==> src/rtl/aop_pkg.sv <==
// Shared types and constants of the box push-out block.
// Used by the interfaces, the controller, the datapath and the top level.
`default_nettype none

package aop_pkg;

  localparam int unsigned COORD_WIDTH_DEF = 32;
  localparam int unsigned FRAC_BITS_DEF   = 16;
  localparam int unsigned CFG_IDX_W       = 3;

  typedef enum logic [CFG_IDX_W-1:0] {
    REG_HALF_X   = 3'd0,
    REG_HALF_Y   = 3'd1,
    REG_HALF_Z   = 3'd2,
    REG_OFFSET_X = 3'd3,
    REG_OFFSET_Y = 3'd4,
    REG_OFFSET_Z = 3'd5
  } cfg_reg_e;

  typedef enum logic [1:0] {
    OUTCOME_FREE     = 2'd0,
    OUTCOME_RESTORED = 2'd1,
    OUTCOME_SOLID    = 2'd2
  } outcome_e;

  // Candidate directions in search order within one round.
  typedef enum logic [2:0] {
    DIR_XP = 3'd0,
    DIR_XN = 3'd1,
    DIR_ZP = 3'd2,
    DIR_ZN = 3'd3,
    DIR_YP = 3'd4,
    DIR_YN = 3'd5
  } dir_e;

  typedef enum logic {
    RES_START = 1'b0,
    RES_CAND  = 1'b1
  } res_sel_e;

  typedef struct packed {
    logic     load;
    logic     check;
    logic     gen;
    logic     gen_last;
    dir_e     dir;
    logic     capture;
    res_sel_e res_sel;
    outcome_e outcome;
    logic     out_load;
  } cmd_t;

  typedef struct packed {
    logic solid;
    logic start_hit;
    logic cand_valid;
    logic cand_free;
    logic cand_last;
  } status_t;

endpackage

`default_nettype wire

==> src/rtl/aop_if.sv <==
// Request, result and configuration channels of the box push-out block.
// Depends on aop_pkg for default widths.
`default_nettype none

interface aop_req_if #(
  parameter int unsigned COORD_WIDTH = aop_pkg::COORD_WIDTH_DEF
);
  logic                          valid;
  logic                          ready;
  logic                          mover_solid;
  logic signed [COORD_WIDTH-1:0] mover_x;
  logic signed [COORD_WIDTH-1:0] mover_y;
  logic signed [COORD_WIDTH-1:0] mover_z;
  logic        [COORD_WIDTH-2:0] mover_half_x;
  logic        [COORD_WIDTH-2:0] mover_half_y;
  logic        [COORD_WIDTH-2:0] mover_half_z;
  logic signed [COORD_WIDTH-1:0] static_pos_x;
  logic signed [COORD_WIDTH-1:0] static_pos_y;
  logic signed [COORD_WIDTH-1:0] static_pos_z;

  modport source (
    output valid, mover_solid, mover_x, mover_y, mover_z,
    output mover_half_x, mover_half_y, mover_half_z,
    output static_pos_x, static_pos_y, static_pos_z,
    input  ready
  );
  modport sink (
    input  valid, mover_solid, mover_x, mover_y, mover_z,
    input  mover_half_x, mover_half_y, mover_half_z,
    input  static_pos_x, static_pos_y, static_pos_z,
    output ready
  );
endinterface

interface aop_res_if #(
  parameter int unsigned COORD_WIDTH = aop_pkg::COORD_WIDTH_DEF
);
  logic                          valid;
  logic                          ready;
  logic signed [COORD_WIDTH-1:0] new_x;
  logic signed [COORD_WIDTH-1:0] new_y;
  logic signed [COORD_WIDTH-1:0] new_z;
  logic        [1:0]             outcome;

  modport source (output valid, new_x, new_y, new_z, outcome, input ready);
  modport sink (input valid, new_x, new_y, new_z, outcome, output ready);
endinterface

interface aop_cfg_if #(
  parameter int unsigned COORD_WIDTH = aop_pkg::COORD_WIDTH_DEF
);
  logic                           valid;
  logic                           ready;
  logic [aop_pkg::CFG_IDX_W-1:0]  index;
  logic [COORD_WIDTH-1:0]         data;

  modport source (output valid, index, data, input ready);
  modport sink (input valid, index, data, output ready);
endinterface

`default_nettype wire

==> src/rtl/aabb_overlap_push_out.sv <==
// Box push-out: a moving box that overlaps the static box is pushed to the first
// free position along +x, -x, +z, -z, +y, -y in growing steps of 0.1.
// A solid or non-overlapping mover is answered from the start check; otherwise the
// search runs until a candidate is free or all 294 candidates fail (defaults).
// One tester checks one candidate per cycle; the block is ready for the next request
// in the cycle after the result is loaded. Async reset.
`default_nettype none

module aabb_overlap_push_out #(
  parameter int unsigned COORD_WIDTH = aop_pkg::COORD_WIDTH_DEF,
  parameter int unsigned FRAC_BITS   = aop_pkg::FRAC_BITS_DEF
) (
  input  logic      clk_i,
  input  logic      rst_ni,
  aop_req_if.sink   req_i,
  aop_res_if.source res_o,
  aop_cfg_if.sink   cfg_i
);

  aop_pkg::cmd_t        cmd;
  aop_pkg::status_t     status;
  logic [FRAC_BITS+2:0] amount;

  assign cfg_i.ready = 1'b1;

  aop_ctrl #(
    .FRAC_BITS(FRAC_BITS)
  ) u_ctrl (
    .clk_i       (clk_i),
    .rst_ni      (rst_ni),
    .req_valid_i (req_i.valid),
    .req_ready_o (req_i.ready),
    .res_valid_o (res_o.valid),
    .res_ready_i (res_o.ready),
    .status_i    (status),
    .cmd_o       (cmd),
    .amount_o    (amount)
  );

  aop_dp #(
    .COORD_WIDTH(COORD_WIDTH),
    .FRAC_BITS  (FRAC_BITS)
  ) u_dp (
    .clk_i          (clk_i),
    .rst_ni         (rst_ni),
    .cmd_i          (cmd),
    .amount_i       (amount),
    .cfg_we_i       (cfg_i.valid),
    .cfg_idx_i      (cfg_i.index),
    .cfg_data_i     (cfg_i.data),
    .mover_solid_i  (req_i.mover_solid),
    .mover_x_i      (req_i.mover_x),
    .mover_y_i      (req_i.mover_y),
    .mover_z_i      (req_i.mover_z),
    .mover_half_x_i (req_i.mover_half_x),
    .mover_half_y_i (req_i.mover_half_y),
    .mover_half_z_i (req_i.mover_half_z),
    .static_pos_x_i (req_i.static_pos_x),
    .static_pos_y_i (req_i.static_pos_y),
    .static_pos_z_i (req_i.static_pos_z),
    .status_o       (status),
    .new_x_o        (res_o.new_x),
    .new_y_o        (res_o.new_y),
    .new_z_o        (res_o.new_z),
    .outcome_o      (res_o.outcome)
  );

endmodule

`default_nettype wire

==> src/rtl/aop_ctrl.sv <==
// Sequencer of the push-out search: handshakes, round and direction counters.
// Depends on aop_pkg for the command and status structs.
`default_nettype none

module aop_ctrl #(
  parameter int unsigned FRAC_BITS = aop_pkg::FRAC_BITS_DEF
) (
  input  logic                    clk_i,
  input  logic                    rst_ni,
  input  logic                    req_valid_i,
  output logic                    req_ready_o,
  output logic                    res_valid_o,
  input  logic                    res_ready_i,
  input  aop_pkg::status_t        status_i,
  output aop_pkg::cmd_t           cmd_o,
  output logic [FRAC_BITS+2:0]    amount_o
);

  localparam int unsigned AMT_W = FRAC_BITS + 3;
  // 0.1 rounded to nearest and 5.0, both in the coordinate fixed-point format.
  localparam logic [AMT_W-1:0] STEP  = AMT_W'(((1 << FRAC_BITS) + 5) / 10);
  localparam logic [AMT_W-1:0] LIMIT = AMT_W'(5 * (1 << FRAC_BITS));

  typedef enum logic [1:0] {
    ST_IDLE,
    ST_CHECK,
    ST_SEARCH,
    ST_DONE
  } state_e;

  state_e            state_q, state_d;
  logic [AMT_W-1:0]  amount_q, amount_d;
  aop_pkg::dir_e     dir_q, dir_d;
  logic              issue_q, issue_d;
  logic              out_valid_q, out_valid_d;
  logic [AMT_W-1:0]  amount_next;
  logic              last_issue;

  assign amount_next = amount_q + STEP;
  assign last_issue  = (dir_q == aop_pkg::DIR_YN) && (amount_next >= LIMIT);

  always_comb begin
    state_d     = state_q;
    amount_d    = amount_q;
    dir_d       = dir_q;
    issue_d     = issue_q;
    out_valid_d = out_valid_q && !res_ready_i;
    cmd_o       = '0;
    cmd_o.dir   = dir_q;

    unique case (state_q)
      ST_IDLE: begin
        if (req_valid_i) begin
          cmd_o.load = 1'b1;
          state_d    = ST_CHECK;
        end
      end
      ST_CHECK: begin
        cmd_o.check   = 1'b1;
        cmd_o.res_sel = aop_pkg::RES_START;
        if (status_i.solid) begin
          cmd_o.capture = 1'b1;
          cmd_o.outcome = aop_pkg::OUTCOME_SOLID;
          state_d       = ST_DONE;
        end else if (!status_i.start_hit) begin
          cmd_o.capture = 1'b1;
          cmd_o.outcome = aop_pkg::OUTCOME_FREE;
          state_d       = ST_DONE;
        end else begin
          amount_d = STEP;
          dir_d    = aop_pkg::DIR_XP;
          issue_d  = 1'b1;
          state_d  = ST_SEARCH;
        end
      end
      ST_SEARCH: begin
        // One candidate is generated per cycle; the previous one is tested alongside.
        if (status_i.cand_valid && status_i.cand_free) begin
          cmd_o.capture = 1'b1;
          cmd_o.res_sel = aop_pkg::RES_CAND;
          cmd_o.outcome = aop_pkg::OUTCOME_FREE;
          issue_d       = 1'b0;
          state_d       = ST_DONE;
        end else if (status_i.cand_valid && status_i.cand_last) begin
          cmd_o.capture = 1'b1;
          cmd_o.res_sel = aop_pkg::RES_START;
          cmd_o.outcome = aop_pkg::OUTCOME_RESTORED;
          issue_d       = 1'b0;
          state_d       = ST_DONE;
        end else if (issue_q) begin
          cmd_o.gen      = 1'b1;
          cmd_o.gen_last = last_issue;
          if (dir_q == aop_pkg::DIR_YN) begin
            dir_d    = aop_pkg::DIR_XP;
            amount_d = amount_next;
          end else begin
            dir_d = aop_pkg::dir_e'(dir_q + 3'd1);
          end
          if (last_issue) begin
            issue_d = 1'b0;
          end
        end
      end
      ST_DONE: begin
        if (!out_valid_q || res_ready_i) begin
          cmd_o.out_load = 1'b1;
          out_valid_d    = 1'b1;
          state_d        = ST_IDLE;
        end
      end
      default: begin
        state_d = ST_IDLE;
      end
    endcase
  end

  always_ff @(posedge clk_i or negedge rst_ni) begin
    if (!rst_ni) begin
      state_q     <= ST_IDLE;
      amount_q    <= '0;
      dir_q       <= aop_pkg::DIR_XP;
      issue_q     <= 1'b0;
      out_valid_q <= 1'b0;
    end else begin
      state_q     <= state_d;
      amount_q    <= amount_d;
      dir_q       <= dir_d;
      issue_q     <= issue_d;
      out_valid_q <= out_valid_d;
    end
  end

  assign req_ready_o = (state_q == ST_IDLE);
  assign res_valid_o = out_valid_q;
  assign amount_o    = amount_q;

endmodule

`default_nettype wire

==> src/rtl/aop_dp.sv <==
// Datapath of the push-out block: static box registers, candidate generator,
// single-axis overlap tester and result registers. Depends on aop_pkg.
`default_nettype none

module aop_dp #(
  parameter int unsigned COORD_WIDTH = aop_pkg::COORD_WIDTH_DEF,
  parameter int unsigned FRAC_BITS   = aop_pkg::FRAC_BITS_DEF
) (
  input  logic                              clk_i,
  input  logic                              rst_ni,
  input  aop_pkg::cmd_t                     cmd_i,
  input  logic        [FRAC_BITS+2:0]       amount_i,
  input  logic                              cfg_we_i,
  input  logic        [aop_pkg::CFG_IDX_W-1:0] cfg_idx_i,
  input  logic        [COORD_WIDTH-1:0]     cfg_data_i,
  input  logic                              mover_solid_i,
  input  logic signed [COORD_WIDTH-1:0]     mover_x_i,
  input  logic signed [COORD_WIDTH-1:0]     mover_y_i,
  input  logic signed [COORD_WIDTH-1:0]     mover_z_i,
  input  logic        [COORD_WIDTH-2:0]     mover_half_x_i,
  input  logic        [COORD_WIDTH-2:0]     mover_half_y_i,
  input  logic        [COORD_WIDTH-2:0]     mover_half_z_i,
  input  logic signed [COORD_WIDTH-1:0]     static_pos_x_i,
  input  logic signed [COORD_WIDTH-1:0]     static_pos_y_i,
  input  logic signed [COORD_WIDTH-1:0]     static_pos_z_i,
  output aop_pkg::status_t                  status_o,
  output logic signed [COORD_WIDTH-1:0]     new_x_o,
  output logic signed [COORD_WIDTH-1:0]     new_y_o,
  output logic signed [COORD_WIDTH-1:0]     new_z_o,
  output logic        [1:0]                 outcome_o
);

  localparam int unsigned CW    = COORD_WIDTH;
  localparam int unsigned HW    = CW - 1;
  localparam int unsigned SW    = CW + 1;
  localparam int unsigned DW    = CW + 2;
  localparam int unsigned AMT_W = FRAC_BITS + 3;
  localparam int unsigned EXT_W = ((CW > AMT_W) ? CW : AMT_W) + 2;

  localparam logic        [HW-1:0]    HALF_ONE = HW'(1) << FRAC_BITS;
  localparam logic signed [EXT_W-1:0] CMAX = EXT_W'((longint'(1) <<< (CW - 1)) - longint'(1));
  localparam logic signed [EXT_W-1:0] CMIN = EXT_W'(-CMAX - 1);

  // Axis order of the reference frame: 0 = x, 1 = y, 2 = z.
  logic        [HW-1:0] half_q  [3];
  logic signed [CW-1:0] off_q   [3];
  logic signed [CW-1:0] start_q [3];
  logic signed [SW-1:0] scen_q  [3];
  logic        [CW-1:0] hsum_q  [3];
  logic signed [CW-1:0] res_q   [3];
  logic signed [CW-1:0] out_q   [3];
  logic                 solid_q;
  logic [2:0]           start_hit_q;
  logic [2:0]           start_hit_now;
  logic signed [CW-1:0] cand_q;
  aop_pkg::dir_e        cand_dir_q;
  logic                 cand_valid_q;
  logic                 cand_last_q;
  aop_pkg::outcome_e    res_outcome_q;
  aop_pkg::outcome_e    out_outcome_q;

  logic [1:0]             gen_ax;
  logic [1:0]             cand_ax;
  logic signed [EXT_W-1:0] gen_sum;
  logic signed [EXT_W-1:0] gen_sat;
  logic                   cand_axis_hit;
  logic [2:0]             cand_hit_vec;

  function automatic logic [1:0] dir_axis(aop_pkg::dir_e dir);
    logic [1:0] ax;
    case (dir)
      aop_pkg::DIR_XP, aop_pkg::DIR_XN: ax = 2'd0;
      aop_pkg::DIR_YP, aop_pkg::DIR_YN: ax = 2'd1;
      default:                          ax = 2'd2;
    endcase
    return ax;
  endfunction

  // Intervals touch or overlap when the centre distance is at most the half-size sum.
  function automatic logic axis_hit(logic signed [SW-1:0] c, logic signed [CW-1:0] p,
                                    logic [CW-1:0] h);
    logic signed [DW-1:0] d;
    logic signed [DW-1:0] hh;
    d  = DW'(c) - DW'(p);
    hh = $signed(DW'(h));
    return (d <= hh) && (d >= -hh);
  endfunction

  // Configuration registers.
  always_ff @(posedge clk_i or negedge rst_ni) begin
    if (!rst_ni) begin
      half_q[0] <= HALF_ONE;
      half_q[1] <= HALF_ONE;
      half_q[2] <= HALF_ONE;
      off_q[0]  <= '0;
      off_q[1]  <= '0;
      off_q[2]  <= '0;
    end else if (cfg_we_i) begin
      unique case (aop_pkg::cfg_reg_e'(cfg_idx_i))
        aop_pkg::REG_HALF_X:   half_q[0] <= cfg_data_i[HW-1:0];
        aop_pkg::REG_HALF_Y:   half_q[1] <= cfg_data_i[HW-1:0];
        aop_pkg::REG_HALF_Z:   half_q[2] <= cfg_data_i[HW-1:0];
        aop_pkg::REG_OFFSET_X: off_q[0]  <= $signed(cfg_data_i);
        aop_pkg::REG_OFFSET_Y: off_q[1]  <= $signed(cfg_data_i);
        aop_pkg::REG_OFFSET_Z: off_q[2]  <= $signed(cfg_data_i);
        default: ;
      endcase
    end
  end

  always_comb begin
    for (int i = 0; i < 3; i++) begin
      start_hit_now[i] = axis_hit(scen_q[i], start_q[i], hsum_q[i]);
    end
  end

  // Candidate generator: start coordinate moved by the amount, saturated.
  assign gen_ax = dir_axis(cmd_i.dir);

  always_comb begin
    if (cmd_i.dir == aop_pkg::DIR_XN || cmd_i.dir == aop_pkg::DIR_YN ||
        cmd_i.dir == aop_pkg::DIR_ZN) begin
      gen_sum = EXT_W'(start_q[gen_ax]) - $signed(EXT_W'(amount_i));
    end else begin
      gen_sum = EXT_W'(start_q[gen_ax]) + $signed(EXT_W'(amount_i));
    end
    if (gen_sum > CMAX) begin
      gen_sat = CMAX;
    end else if (gen_sum < CMIN) begin
      gen_sat = CMIN;
    end else begin
      gen_sat = gen_sum;
    end
  end

  // Only the moved axis is retested; the other two keep their start result.
  assign cand_ax       = dir_axis(cand_dir_q);
  assign cand_axis_hit = axis_hit(scen_q[cand_ax], cand_q, hsum_q[cand_ax]);

  always_comb begin
    cand_hit_vec          = start_hit_q;
    cand_hit_vec[cand_ax] = cand_axis_hit;
  end

  always_ff @(posedge clk_i or negedge rst_ni) begin
    if (!rst_ni) begin
      cand_valid_q <= 1'b0;
      cand_last_q  <= 1'b0;
    end else begin
      cand_valid_q <= cmd_i.gen;
      cand_last_q  <= cmd_i.gen && cmd_i.gen_last;
    end
  end

  always_ff @(posedge clk_i) begin
    if (cmd_i.load) begin
      solid_q    <= mover_solid_i;
      start_q[0] <= mover_x_i;
      start_q[1] <= mover_y_i;
      start_q[2] <= mover_z_i;
      scen_q[0]  <= SW'(static_pos_x_i) + SW'(off_q[0]);
      scen_q[1]  <= SW'(static_pos_y_i) + SW'(off_q[1]);
      scen_q[2]  <= SW'(static_pos_z_i) + SW'(off_q[2]);
      hsum_q[0]  <= CW'(half_q[0]) + CW'(mover_half_x_i);
      hsum_q[1]  <= CW'(half_q[1]) + CW'(mover_half_y_i);
      hsum_q[2]  <= CW'(half_q[2]) + CW'(mover_half_z_i);
    end
    if (cmd_i.check) begin
      start_hit_q <= start_hit_now;
    end
    if (cmd_i.gen) begin
      cand_q     <= gen_sat[CW-1:0];
      cand_dir_q <= cmd_i.dir;
    end
    if (cmd_i.capture) begin
      for (int i = 0; i < 3; i++) begin
        if (cmd_i.res_sel == aop_pkg::RES_CAND && cand_ax == 2'(i)) begin
          res_q[i] <= cand_q;
        end else begin
          res_q[i] <= start_q[i];
        end
      end
      res_outcome_q <= cmd_i.outcome;
    end
    if (cmd_i.out_load) begin
      out_q[0]      <= res_q[0];
      out_q[1]      <= res_q[1];
      out_q[2]      <= res_q[2];
      out_outcome_q <= res_outcome_q;
    end
  end

  assign status_o.solid      = solid_q;
  assign status_o.start_hit  = &start_hit_now;
  assign status_o.cand_valid = cand_valid_q;
  assign status_o.cand_free  = cand_valid_q && !(&cand_hit_vec);
  assign status_o.cand_last  = cand_last_q;

  assign new_x_o   = out_q[0];
  assign new_y_o   = out_q[1];
  assign new_z_o   = out_q[2];
  assign outcome_o = out_outcome_q;

endmodule

`default_nettype wire

==> src/flat_wrapper.sv <==
// flat-port wrapper written by rule: the top's interface ports become plain ports
module aabb_overlap_push_out_flat 
#(
  parameter int unsigned COORD_WIDTH = aop_pkg::COORD_WIDTH_DEF,
  parameter int unsigned FRAC_BITS   = aop_pkg::FRAC_BITS_DEF
)
  (clk_i, rst_ni, req_i_valid, req_i_mover_solid, req_i_mover_x, req_i_mover_y, req_i_mover_z, req_i_mover_half_x, req_i_mover_half_y, req_i_mover_half_z, req_i_static_pos_x, req_i_static_pos_y, req_i_static_pos_z, req_i_ready, res_o_valid, res_o_new_x, res_o_new_y, res_o_new_z, res_o_outcome, res_o_ready, cfg_i_valid, cfg_i_index, cfg_i_data, cfg_i_ready);
  aop_req_if #(.COORD_WIDTH(COORD_WIDTH)) req_i_i ();
  aop_res_if #(.COORD_WIDTH(COORD_WIDTH)) res_o_i ();
  aop_cfg_if #(.COORD_WIDTH(COORD_WIDTH)) cfg_i_i ();
  input  logic clk_i;
  input  logic rst_ni;
  input wire logic [$bits(req_i_i.valid)-1:0] req_i_valid;
  input wire logic [$bits(req_i_i.mover_solid)-1:0] req_i_mover_solid;
  input wire logic [$bits(req_i_i.mover_x)-1:0] req_i_mover_x;
  input wire logic [$bits(req_i_i.mover_y)-1:0] req_i_mover_y;
  input wire logic [$bits(req_i_i.mover_z)-1:0] req_i_mover_z;
  input wire logic [$bits(req_i_i.mover_half_x)-1:0] req_i_mover_half_x;
  input wire logic [$bits(req_i_i.mover_half_y)-1:0] req_i_mover_half_y;
  input wire logic [$bits(req_i_i.mover_half_z)-1:0] req_i_mover_half_z;
  input wire logic [$bits(req_i_i.static_pos_x)-1:0] req_i_static_pos_x;
  input wire logic [$bits(req_i_i.static_pos_y)-1:0] req_i_static_pos_y;
  input wire logic [$bits(req_i_i.static_pos_z)-1:0] req_i_static_pos_z;
  output wire logic [$bits(req_i_i.ready)-1:0] req_i_ready;
  output wire logic [$bits(res_o_i.valid)-1:0] res_o_valid;
  output wire logic [$bits(res_o_i.new_x)-1:0] res_o_new_x;
  output wire logic [$bits(res_o_i.new_y)-1:0] res_o_new_y;
  output wire logic [$bits(res_o_i.new_z)-1:0] res_o_new_z;
  output wire logic [$bits(res_o_i.outcome)-1:0] res_o_outcome;
  input wire logic [$bits(res_o_i.ready)-1:0] res_o_ready;
  input wire logic [$bits(cfg_i_i.valid)-1:0] cfg_i_valid;
  input wire logic [$bits(cfg_i_i.index)-1:0] cfg_i_index;
  input wire logic [$bits(cfg_i_i.data)-1:0] cfg_i_data;
  output wire logic [$bits(cfg_i_i.ready)-1:0] cfg_i_ready;
  assign req_i_i.valid = req_i_valid;
  assign req_i_i.mover_solid = req_i_mover_solid;
  assign req_i_i.mover_x = req_i_mover_x;
  assign req_i_i.mover_y = req_i_mover_y;
  assign req_i_i.mover_z = req_i_mover_z;
  assign req_i_i.mover_half_x = req_i_mover_half_x;
  assign req_i_i.mover_half_y = req_i_mover_half_y;
  assign req_i_i.mover_half_z = req_i_mover_half_z;
  assign req_i_i.static_pos_x = req_i_static_pos_x;
  assign req_i_i.static_pos_y = req_i_static_pos_y;
  assign req_i_i.static_pos_z = req_i_static_pos_z;
  assign req_i_ready = req_i_i.ready;
  assign res_o_valid = res_o_i.valid;
  assign res_o_new_x = res_o_i.new_x;
  assign res_o_new_y = res_o_i.new_y;
  assign res_o_new_z = res_o_i.new_z;
  assign res_o_outcome = res_o_i.outcome;
  assign res_o_i.ready = res_o_ready;
  assign cfg_i_i.valid = cfg_i_valid;
  assign cfg_i_i.index = cfg_i_index;
  assign cfg_i_i.data = cfg_i_data;
  assign cfg_i_ready = cfg_i_i.ready;
  aabb_overlap_push_out #(.COORD_WIDTH(COORD_WIDTH), .FRAC_BITS(FRAC_BITS)) u_core (.clk_i(clk_i), .rst_ni(rst_ni), .req_i(req_i_i), .res_o(res_o_i), .cfg_i(cfg_i_i));
endmodule
==> config.mk <==
export PLATFORM = sky130hd
export DESIGN_NAME = aabb_overlap_push_out_flat
export DESIGN_NICKNAME = d
export VERILOG_FILES = /design/src/rtl/aop_pkg.sv /design/src/rtl/aop_if.sv /design/src/rtl/aabb_overlap_push_out.sv /design/src/rtl/aop_ctrl.sv /design/src/rtl/aop_dp.sv /design/src/flat_wrapper.sv
export SDC_FILE = /design/constraint.sdc
export NUM_CORES = 2
export LEC_CHECK = 0
export BUFFER_PORTS_ARGS = -buffer_cell sky130_fd_sc_hd__buf_2
export CORE_ASPECT_RATIO = 1.1
export CORE_MARGIN = 2
export CORE_UTILIZATION = 62
export DETAILED_ROUTE_END_ITERATION = 12
export PLACE_DENSITY = 0.82
export SLEW_MARGIN = 20
export SYNTH_ARGS = -nofsm -noshare
export SYNTH_HDL_FRONTEND = slang
export SYNTH_SLANG_ARGS = --single-unit
==> constraint.sdc <==
create_clock -name clk_i -period 13.15 [get_ports clk_i]
set_input_delay 0.6575 -clock clk_i [delete_from_list [all_inputs] [get_ports clk_i]]
set_output_delay 0.6575 -clock clk_i [all_outputs]
set_load 0.05 [all_outputs]
==> reports/results.ini <==
[run_status]
status = completed

[synthesis]
synth.most_common_cell = sky130_fd_sc_hd__ha_1
synth.net_count = 6184
synth_top_cell_area_share_pct = 29.50
library_cell_occupying_the_most_area_in_the_post_synthesis_netlist = sky130_fd_sc_hd__edfxtp_1
avgSynthCellArea_um2 = 10.23
seq_area_frac_synth_pct = 39.62
yosys-top-cells-count = sky130_fd_sc_hd__ha_1, sky130_fd_sc_hd__edfxtp_1, sky130_fd_sc_hd__inv_1
asyncSetResetFlopFracSynth_pct = 29.15
ys.flop_type = sky130_fd_sc_hd__edfxtp_1
post_synth_instance_area_um2 = 53440
post_synth_num_cell_types = 95
synth.top_cells.by_area = sky130_fd_sc_hd__edfxtp_1, sky130_fd_sc_hd__ha_1, sky130_fd_sc_hd__dfrtp_1, sky130_fd_sc_hd__xnor2_1, sky130_fd_sc_hd__mux2_2
synth_cells = 5224
ys.warnings.count = 0
total_of_flip_flops_plus_latches_after_synthesis = 741
edff_count_synth = 525

[final_layout]
final_area_um2 = 59450
fillerInstances = 6344
drive_gt1_share_pct = 14.73
nets = 6626
fraction_of_the_core_area_covered_by_cells_at_the_end_of_the_flow_pct = 69.89
multiInputGateArea_um2 = 30370
storage_element_area_um2 = 21180
antenna_cells = 0
syn_to_final_growth_pct = 11.26
instances_no_fill = 6870

[die]
num_io_pins = 427
die_height_um = 311.9
core-area_um2 = 85060
effective_utilization_at_floorplan_pct = 62.82
rows = 112
chipWidth_um = 283.9
die_area_um2 = 88560

[timing]
timing_worst_slew_pin_value_ps = 1043
maxSlewHeadroom_pct = 30.49
finalCriticalPeriod_ps = 8524
finalSetupTns_ps = 0
setup_repair_after_global_routing_missed_its_margin = no
final.setup.worst_slack_ps = 4626
max_clock_skew_ps = 41.07
setup_viol = 0
holdWs_ps = 43.07
maxClockFrequency_ghz = 0.1173
finalHoldViolations = 0
final_min_period_over_clock_period_pct = 64.82
final-max-slew-violation-count = 0

[detailed_routing]
first_pass_iters = 7
post_drt_via_cell_ratio = 6.384
drt_iter0_markers = 4562
detail-route-antenna-nets = 0
detailroute.via_count = 43860
avgRoutedWirePerCell_um = 24.50
route.detailed.drc = 0
detail_route.wirelength_mm = 168.3

[clocking]
cts_sinks = 741
cts.repair_timing.setup_buffer_count = 0
path_clk_slew_ps = 70
clock-root-buffer = sky130_fd_sc_hd__clkbuf_16
cts_tree = done
post_cts_resize_count = 0
h_tree_lvls = 3
tritoncts.num_buffers = 78
clk-insertion-delay-late_ps = 660
holdBufCountCts = 0
clockBufferDepth = 3

[global_route]
global_route.overflow_total = 0
grt_start_max_net_pins = 142
first_pass_grt_wire_length_mm = 250.0
via_count_of_the_first_global_routing_pass = 43100
overall_track_demand_over_capacity_in_global_routing_pct = 37.30
grt_antenna_before_repair = 2

[flow_run]
maxCapViolCount = 0

[power]
power_switching_mw = 6.941
powerDensity_nw_per_um2 = 255.1
clock_power_share_pct = 14.8
combPwrFrac_pct = 58.0
power.internal_mw = 8.223
switching_power_as_a_share_of_total_power_pct = 45.77
p_leak_nw = 25.48
vdd.ir_drop.worst_v = 0.0001887
post-layout-total-power_mw = 15.16
seq_power_share_pct = 27.2

[setup_path]
end_kind = flip-flop
worst_r2r_startpoint = u_core.u_dp.cand_dir_q[1]
worst_ep_arrival_time_ps = 8910
critical_path_data_required_time_ps = 13540
setup.worst_path.start_class = flip-flop
largest_fanout_of_any_net_on_the_critical_path = 90
setup.worst_path.start = u_core.u_dp.cand_dir_q[1]
timing.setup.critical_path_class = flip-flop to flip-flop

[placed_design]
port_buffers = 425
place_congestion = 1.010
cell_count_post_placement = 6726
dp.final_hpwl_mm = 135.8
placedInstanceArea_um2 = 56880
dpl_worst_slack_ps = 4707

[worst_hold_path]
worstHoldPathType = input port to asynchronous set/reset pin

-- cells by family (layout without fill, tap and decap cells) --
kind of cell               after synthesis  count (layout)  share of synthesized area, %
and+or+nand+nor                       1270            1270                         11.68
adders and majority gates              641             641                         15.13
xor gates and xnor gates               401             401                         6.572
DFF                                    741             741                         39.62
muxes                                  397             397                         8.101
buffers and inverters                  492             998                         3.657
other                                    2               2                       0.01405
AOI/OAI and AO/OA                     1280            1280                         15.22
-- routing by layer --
layer  wire [µm]  track usage (%)  part of all wire [%]
met1       68460            49.95                    41
met2       78360            61.89                    47
met3       14010            4.370                   8.3
met4        7491            15.08                   4.5
met5          13                0                0.0077
-- cell type report --
type,instances,area share (%)
Clock buffer,99,3.607
Clock inverter,45,0.7092
Inverter,394,2.488
Multi-Input combinational cell,3991,51.08
Sequential cell,741,35.62
Tap cell,1140,2.399
Timing Repair Buffer,460,4.097
-- worst max-delay path, stage by stage (launching register included) --
cell                        delay, ps
sky130_fd_sc_hd__edfxtp_1         510
sky130_fd_sc_hd__buf_4            330
sky130_fd_sc_hd__buf_4            830
sky130_fd_sc_hd__o21ai_0          240
sky130_fd_sc_hd__ha_1             390
sky130_fd_sc_hd__a21o_1           180
sky130_fd_sc_hd__a21o_1           180
sky130_fd_sc_hd__a211o_1          340
sky130_fd_sc_hd__o311a_1          350
sky130_fd_sc_hd__or2_2            340
sky130_fd_sc_hd__a31oi_1          220
sky130_fd_sc_hd__xnor2_1          180
sky130_fd_sc_hd__ha_1             290
sky130_fd_sc_hd__a21o_1           190
sky130_fd_sc_hd__a21o_1           180
sky130_fd_sc_hd__a21oi_1          150
sky130_fd_sc_hd__nor2_1            50
sky130_fd_sc_hd__a2111oi_0        780
sky130_fd_sc_hd__o221ai_1         240
sky130_fd_sc_hd__o41a_1           450
sky130_fd_sc_hd__a21oi_4          270
sky130_fd_sc_hd__o21ai_2          210
sky130_fd_sc_hd__a221oi_4         350
sky130_fd_sc_hd__buf_4            600
sky130_fd_sc_hd__mux2_1           370
-- cells in the final DEF (no fill, tap or decap), types with 40 or more instances in the layout --
cell type and count:
sky130_fd_sc_hd__ha_1 623, sky130_fd_sc_hd__edfxtp_1 525, sky130_fd_sc_hd__buf_2 424, sky130_fd_sc_hd__inv_1 391
sky130_fd_sc_hd__a21oi_1 358, sky130_fd_sc_hd__nor2_1 302, sky130_fd_sc_hd__nand2_1 302, sky130_fd_sc_hd__o21ai_0 297
sky130_fd_sc_hd__xnor2_1 292, sky130_fd_sc_hd__dfrtp_1 211, sky130_fd_sc_hd__mux2_2 194, sky130_fd_sc_hd__mux2i_1 183
sky130_fd_sc_hd__a21o_1 150, sky130_fd_sc_hd__nand3_1 136, sky130_fd_sc_hd__xor2_1 109, sky130_fd_sc_hd__nor3_1 109
sky130_fd_sc_hd__clkbuf_16 81, sky130_fd_sc_hd__nand4_1 79, sky130_fd_sc_hd__o21a_1 76, sky130_fd_sc_hd__nand2b_1 66
sky130_fd_sc_hd__nor2b_1 55, sky130_fd_sc_hd__a211oi_1 45, sky130_fd_sc_hd__o21bai_1 42, sky130_fd_sc_hd__o31ai_1 40
-- final timing paths --
| path | slack [ps] | endpoint | depth (start not counted) |
|---|---|---|---|
| min in group clk_i | 190 | u_core.u_dp.start_q[0][10] | 1 |
| min reg2reg | 420 | u_core.u_dp.out_q[0][71] | 0 |
| max reg2reg | 4630 | u_core.u_dp.res_q[0][0] | 24 |
| min | 40 | u_core.u_ctrl.amount_o[2] | 1 |
| max | 4630 | u_core.u_dp.res_q[0][0] | 24 |
| max in group asynchronous | 11020 | u_core.u_dp.off_q[26] | 3 |
-- state kept, by name (all words and copies together) (netlist names) --
name / flops
u_core.u_ctrl.amount_o: 18
u_core.u_ctrl.dir_q: 3
u_core.u_ctrl.issue_q: 1
u_core.u_ctrl.res_valid_o: 1
u_core.u_ctrl.state_q: 2
u_core.u_dp.cand_dir_q: 2
u_core.u_dp.cand_last_q: 1
u_core.u_dp.cand_q: 32
u_core.u_dp.cand_valid_q: 1
u_core.u_dp.half_q: 93
u_core.u_dp.hsum_q: 96
u_core.u_dp.off_q: 96
u_core.u_dp.out_q: 96
u_core.u_dp.outcome_o: 2
u_core.u_dp.res_outcome_q: 2
u_core.u_dp.res_q: 96
u_core.u_dp.scen_q: 99
u_core.u_dp.solid_q: 1
u_core.u_dp.start_hit_q: 3
u_core.u_dp.start_q: 96
-- power by group through the flow --
stage | Sequential, mW | Clock (mW) | Combinational (mW)
global placement | 4.11 | 0 | 8.37
floorplan | 4.39 | 0 | 5.97
CTS | 4.10 | 2.26 | 8.63
global route | 4.17 | 2.34 | 9.60
finish | 4.12 | 2.25 | 8.79
detailed placement | 4.13 | 0 | 8.55
(Power assumes the default switching activity.)
